<file path="config.mk">
export PLATFORM = sky130hd
export DESIGN_NAME = link_reconnect_backoff_core
export DESIGN_NICKNAME = d
export VERILOG_FILES = /design/src/lrb_pkg.sv /design/src/lrb_step.sv /design/src/link_reconnect_backoff_core.sv
export SDC_FILE = /design/constraint.sdc
export NUM_CORES = 1
export LEC_CHECK = 0
export BUFFER_PORTS_ARGS = -buffer_cell sky130_fd_sc_hd__buf_4
export CAP_MARGIN = 20
export CORE_MARGIN = 8
export CORE_UTILIZATION = 40
export DETAILED_ROUTE_END_ITERATION = 16
export PLACE_DENSITY = 0.64
export SLEW_MARGIN = 20
export SYNTH_ARGS = -nofsm -noshare
export SYNTH_HDL_FRONTEND = slang
export SYNTH_HIERARCHICAL = 1
export SYNTH_SLANG_ARGS = --single-unit
</file>
<file path="constraint.sdc">
create_clock -name clk -period 8.3 [get_ports clk]
set_input_delay 0.83 -clock clk [delete_from_list [all_inputs] [get_ports clk]]
set_output_delay 0.83 -clock clk [all_outputs]
set_load 0.05 [all_outputs]
</file>
<file path="src/lrb_pkg.sv">
// Package: request, result, configuration and state types for the reconnect backoff core.
`default_nettype none
package lrb_pkg;

  typedef logic [1:0] cfg_idx_t;

  localparam cfg_idx_t REG_INIT_DELAY = 2'd0;
  localparam cfg_idx_t REG_MAX_DELAY  = 2'd1;
  localparam cfg_idx_t REG_FAST_BLINK = 2'd2;
  localparam cfg_idx_t REG_SLOW_BLINK = 2'd3;

  localparam logic [1:0] EV_NONE = 2'd0;
  localparam logic [1:0] EV_UP   = 2'd1;
  localparam logic [1:0] EV_DOWN = 2'd2;

  localparam logic [31:0] INIT_DELAY_RST = 32'd1000;
  localparam logic [31:0] MAX_DELAY_RST  = 32'd60000;
  localparam logic [15:0] FAST_BLINK_RST = 16'd200;
  localparam logic [15:0] SLOW_BLINK_RST = 16'd1000;

  typedef struct packed {
    logic [31:0] now_ms;
    logic        link_up;
  } in_t;

  typedef struct packed {
    logic        reconnect_now;
    logic        led_on;
    logic [1:0]  link_event;
    logic [31:0] retry_delay_ms;
  } out_t;

  typedef struct packed {
    logic [31:0] initial_delay_ms;
    logic [31:0] max_delay_ms;
    logic [15:0] fast_blink_ms;
    logic [15:0] slow_blink_ms;
  } cfg_t;

  typedef struct packed {
    logic        was_linked;
    logic [31:0] backoff_delay;
    logic [31:0] retry_deadline;
    logic [31:0] fast_mark;
    logic        fast_phase;
    logic [31:0] slow_mark;
    logic        slow_phase;
    logic        led_level;
  } state_t;

endpackage
`default_nettype wire

</file>
<file path="src/lrb_step.sv">
// Next-state and result logic for one maintenance request.
`default_nettype none
module lrb_step import lrb_pkg::*; (
  input  wire state_t st,
  input  wire in_t    req,
  input  wire cfg_t   cfg,
  output state_t      st_nxt,
  output out_t        res
);

  logic [31:0] fast_elapsed;
  logic [31:0] slow_elapsed;
  logic        fast_hit;
  logic        slow_hit;
  logic        deadline_hit;
  logic [31:0] doubled;

  assign fast_elapsed = req.now_ms - st.fast_mark;
  assign slow_elapsed = req.now_ms - st.slow_mark;
  assign fast_hit     = fast_elapsed >= {16'd0, cfg.fast_blink_ms};
  assign slow_hit     = slow_elapsed >= {16'd0, cfg.slow_blink_ms};
  assign deadline_hit = req.now_ms >= st.retry_deadline;
  // saturating doubling
  assign doubled      = st.backoff_delay[31] ? 32'hFFFF_FFFF : {st.backoff_delay[30:0], 1'b0};

  always_comb begin
    st_nxt = st;
    res    = '0;
    res.link_event = EV_NONE;
    if (req.link_up) begin
      if (!st.was_linked) begin
        st_nxt.was_linked    = 1'b1;
        st_nxt.backoff_delay = cfg.initial_delay_ms;
        res.link_event       = EV_UP;
      end
      if (slow_hit) begin
        st_nxt.slow_mark  = req.now_ms;
        st_nxt.slow_phase = !st.slow_phase;
        st_nxt.led_level  = !st.slow_phase;
      end
    end else begin
      if (st.was_linked) begin
        st_nxt.was_linked = 1'b0;
        st_nxt.led_level  = 1'b0;
        res.link_event    = EV_DOWN;
      end
      if (fast_hit) begin
        st_nxt.fast_mark  = req.now_ms;
        st_nxt.fast_phase = !st.fast_phase;
        st_nxt.led_level  = !st.fast_phase;
      end
      if (deadline_hit) begin
        res.reconnect_now     = 1'b1;
        res.retry_delay_ms    = st.backoff_delay;
        st_nxt.retry_deadline = req.now_ms + st.backoff_delay;
        st_nxt.backoff_delay  = (doubled < cfg.max_delay_ms) ? doubled : cfg.max_delay_ms;
      end
    end
    res.led_on = st_nxt.led_level;
  end

endmodule
`default_nettype wire

</file>
<file path="src/link_reconnect_backoff_core.sv">
// Top level: exponential backoff reconnect timer with status LED blinker.
// out_valid rises once the request has passed the input register, then the result register.
// One request per cycle while out_ready is high; the state update is one short pass in lrb_step.
// Reset (rst_n low, synchronous): pipeline empty, registers back to defaults,
// backoff delay = 1000 ms, deadline, blink marks, phases and LED cleared.
// Config writes are taken every cycle; issue them only while the core is idle.
`default_nettype none
module link_reconnect_backoff_core import lrb_pkg::*; (
  input  wire           clk,
  input  wire           rst_n,
  input  wire           in_valid,
  output logic          in_ready,
  input  wire in_t      in_data,
  output logic          out_valid,
  input  wire           out_ready,
  output out_t          out_data,
  input  wire           cfg_valid,
  output logic          cfg_ready,
  input  wire cfg_idx_t cfg_index,
  input  wire [31:0]    cfg_data
);

  logic   in_vld_r;
  in_t    in_r;
  logic   out_vld_r;
  out_t   out_r;
  cfg_t   cfg_r;
  state_t st_r;
  state_t st_nxt;
  out_t   res;
  logic   advance;

  // Result stage frees when empty or being drained.
  assign advance   = in_vld_r && (!out_vld_r || out_ready);
  assign in_ready  = !in_vld_r || !out_vld_r || out_ready;
  assign cfg_ready = 1'b1;
  assign out_valid = out_vld_r;
  assign out_data  = out_r;

  lrb_step u_step (
    .st     (st_r),
    .req    (in_r),
    .cfg    (cfg_r),
    .st_nxt (st_nxt),
    .res    (res)
  );

  // Control, config and timer state.
  always_ff @(posedge clk) begin
    if (!rst_n) begin
      in_vld_r               <= 1'b0;
      out_vld_r              <= 1'b0;
      cfg_r.initial_delay_ms <= INIT_DELAY_RST;
      cfg_r.max_delay_ms     <= MAX_DELAY_RST;
      cfg_r.fast_blink_ms    <= FAST_BLINK_RST;
      cfg_r.slow_blink_ms    <= SLOW_BLINK_RST;
      st_r                   <= '{backoff_delay: INIT_DELAY_RST, default: '0};
    end else begin
      if (in_valid && in_ready) begin
        in_vld_r <= 1'b1;
      end else if (advance) begin
        in_vld_r <= 1'b0;
      end
      if (advance) begin
        out_vld_r <= 1'b1;
        st_r      <= st_nxt;
      end else if (out_ready) begin
        out_vld_r <= 1'b0;
      end
      if (cfg_valid && cfg_ready) begin
        unique case (cfg_index)
          REG_INIT_DELAY: cfg_r.initial_delay_ms <= cfg_data;
          REG_MAX_DELAY:  cfg_r.max_delay_ms     <= cfg_data;
          REG_FAST_BLINK: cfg_r.fast_blink_ms    <= cfg_data[15:0];
          REG_SLOW_BLINK: cfg_r.slow_blink_ms    <= cfg_data[15:0];
          default: ;
        endcase
      end
    end
  end

  // Payload registers.
  always_ff @(posedge clk) begin
    if (in_valid && in_ready) begin
      in_r <= in_data;
    end
    if (advance) begin
      out_r <= res;
    end
  end

endmodule
`default_nettype wire
</file>
==> impl_metrics.py <==
metrics = {
    "clock_network": {
        "clock_path_buffers": 3,
        "worst_skew_pair.late_latency_ns": 0.57,
        "cts_resized": 0,
        "h-tree-depth": 2,
        "cts.sinks": 299,
        "cts_tree": "built",
        "clkTransAtPathRegs_ns": 0.05,
        "numCtsBuffers": 37,
        "cts_setup_buffers": 0,
        "hold_buffers": 0,
        "root_buffer": "clkbuf_16",
    },
    "timing": {
        "clock.fmax_mhz": 157,
        "finClkSkew_ns": 0.0213,
        "rsz0062_at_grt": "no",
        "timing.slew.headroom_pct": 26.2,
        "finalSetupViolCount": 0,
        "tightest_slew_ns": 1.11,
        "finalSetupTns_ns": 0,
        "hold-worst-slack_ns": 0.445,
        "finalHoldViolCount": 0,
        "fin_crit_ns": 6.37,
        "drv_slew": 0,
        "min_period_over_period_pct": 76.7,
    },
    "power_and_ir_drop": {
        "power_mw": 4.40,
        "vdd_drop_max_v": 0.000178,
        "p_per_area_mw_per_mm2": 189,
        "leakagePower_nw": 9.60,
    },
    "placed_design": {
        "gp_congestion": 0.901,
        "dp_hpwl_um": 41600,
        "io_buffer_count": 109,
    },
    "drt": {
        "routed_wl_um": 57600,
        "vias_per_cell": 5.44,
        "drtIter0Drc": 1107,
        "first_pass_iters": 5,
        "wl_per_cell_um": 17.9,
        "postRouteAntennaNets": 0,
        "num_vias": 17541,
        "drcViolationCount": 0,
    },
    "cells_and_area": {
        "fillers": 5106,
        "drive_gt1_share_pct": 12.1,
        "diodes": 0,
        "syn_to_final_growth_pct": 12.3,
        "nets": 2777,
    },
    "floorplan": {
        "fp.dieArea_mm2": 0.0595,
        "rows": 83,
        "start_util_pct": 40.5,
        "fp.dieH_um": 244,
        "ios": 111,
        "dieWidth_um": 244,
        "core_area_mm2": 0.0513,
    },
    "logic_synthesis": {
        "avgSynthCellArea_um2": 8.36,
        "synth_fp_nets": 2746,
        "synth_most_common_cell": "nand2_1",
        "synth.area.top_cells": "dfxtp_1, ha_1, edfxtp_1",
        "synth_top_area_cell": "dfxtp_1",
        "synth_cell_types": 80,
        "netlist_instances": 2483,
        "yosysSeqAreaShare_pct": 32.2,
        "netlist_area_mm2": 0.0208,
        "synth-async-reset-ratio_pct": 0,
        "yosys.area.top_type_share_pct": 22.2,
        "yosysWarnings": 6,
        "synth-edff-count": 69,
        "ys_ff_latch": 299,
        "synthTopCellsByCount": "nand2_1, dfxtp_1, ha_1",
        "synthFlopType": "dfxtp_1",
    },
    "global_route": {
        "grt_overflow": 0,
        "grt_pass1_vias": 16890,
        "grt_antenna_before_repair": 0,
        "grt_pass1_wl_um": 91900,
        "track_usage_pct": 18.8,
        "grt_max_degree": 146,
    },
    "outcome": {
        "status": "finished clean",
    },
    "worst_setup_path": {
        "crit_type": "flop to flop",
        "rr_startpoint": "in_r[6]$_DFFE_PP_",
        "critPathLaunchType": "flop",
        "critical_path_arrival_ns": 6.76,
        "ff2ff_path_depth": 21,
        "r2r_setup_slack_ns": 1.93,
        "r2r-end": "st_r[65]$_SDFFE_PN0P_",
        "end_kind": "flop",
        "crit_path_max_fanout": 33,
        "worstPathRequired_ns": 8.69,
    },
    "worst_hold_path": {
        "hp-start": "in_data[2]",
        "hp-class": "primary input to flop",
        "hold_end": "in_r[2]$_DFFE_PP_",
        "hold_depth": 1,
    },
    "flow_run": {
        "drv_cap": 0,
    },
}
cells in the final DEF, fill, tap and decap left out, types with 15 or more instances in the layout:
cell       count
xnor2_1       48
nand3_1      117
xor2_1        24
nand4_1       25
a211oi_1      37
o21ai_0      138
nor2b_1       15
mux2i_1      168
ha_1         188
mux2_2        38
a21o_1        61
buf_4        125
inv_1        186
nand2_1      407
or2_2         37
mux2_4        28
nor3_1        52
clkbuf_16     42
a21oi_1      118
nand2b_1      22
nor2_1       101
and2_1        38
o21a_1        16
dfxtp_1      230
edfxtp_1      69
metal layers:
layer | global-route usage, % | routed length, um | vias to the layer above
li1 | - | - | 8765
met5 | 0 | 0 | -
met2 | 31.4 | 27000 | 382
met3 | 2.77 | 2580 | 83
met4 | 5.92 | 1560 | 0
met1 | 24.8 | 26500 | 8311
area by class of cell:
| class | instances | area, um^2 | share of cell area [%] |
|---|---|---|---|
| multi-input cells | 1861 | 12800 | 54.9 |
| flip-flops and latches | 299 | 6680 | 28.6 |
| clock buffers | 50 | 1100 | 4.72 |
| repair buffers | 128 | 988 | 4.24 |
| well taps | 680 | 851 | 3.65 |
| inverters | 187 | 702 | 3.01 |
| clock inverters | 18 | 194 | 0.832 |
cells by family (layout without fill, tap and decap cells):
group | after synthesis | after routing | share of synthesized area, %
other | 1 | 1 | 0.0181
flip-flops | 299 | 299 | 32.2
AO/OA/AOI/OAI | 503 | 503 | 15.5
buffers and inverters | 323 | 383 | 6.46
AND/OR/NAND/NOR | 860 | 860 | 19.1
adder cells (fa/ha/maj) | 191 | 191 | 11.6
XOR/XNOR | 72 | 72 | 3.04
multiplexers | 234 | 234 | 12.2
critical path, stage by stage, from the launching register on:
cell and delay, ns:
edfxtp_1 0.49, ha_1 0.40, or3_1 0.39, a21oi_1 0.18
a211oi_1 0.10, a311o_1 0.43, xor2_1 0.16, ha_1 0.31
a21oi_1 0.14, o21ai_0 0.12, or4_1 0.53, o2111a_1 0.26
o221ai_1 0.23, o2111ai_1 0.15, or4_1 0.46, or4_1 0.55
nor4_2 0.39, nor2_4 0.03, buf_4 0.34, mux2_4 0.37
nand2_1 0.06, mux2i_1 0.09
power by group:
group	total [mW]	switching, mW	internal (mW)
Sequential	1.63	0.0699	1.56
Combinational	1.06	0.618	0.446
Clock	1.71	0.674	1.03
registers in the layout, indices dropped and copies added, names as in the netlist:
signal,flops
in_r,33
st_r,132
cfg_r,96
out_data,36
in_vld_r,1
out_valid,1
per-stage QoR:
| step | cell area (um^2) | worst slack [ns] | cells | util, % |
|---|---|---|---|---|
| CTS | 23300 | 1.93 | 3222 | 45.4 |
| finish | 23300 | 1.93 | 3223 | 45.4 |
| global route | 23300 | 1.60 | 3223 | 45.4 |
| detailed placement | 22000 | 1.96 | 3154 | 42.9 |
| global placement | 22000 | 2.10 | 3154 | 42.9 |
| floorplan | 20800 | 2.77 | 2483 | - |
worst max path at each step:
stage / startpoint / end / slack (ns) / cells past startpoint
after CTS: in_r[6]$_DFFE_PP_ / st_r[65]$_SDFFE_PN0P_ / 1.93 / 21
after global routing: in_r[6]$_DFFE_PP_ / st_r[65]$_SDFFE_PN0P_ / 1.60 / 21
after floorplan: in_r[6]$_DFFE_PP_ / st_r[0]$_SDFFE_PN0P_ / 2.77 / 21
after detailed placement: in_r[6]$_DFFE_PP_ / st_r[41]$_SDFFE_PN0P_ / 1.96 / 21
after global placement: in_r[6]$_DFFE_PP_ / st_r[40]$_SDFFE_PN0P_ / 2.10 / 21
final: in_r[6]$_DFFE_PP_ / st_r[65]$_SDFFE_PN0P_ / 1.93 / 21
(Power assumes the default switching activity.)
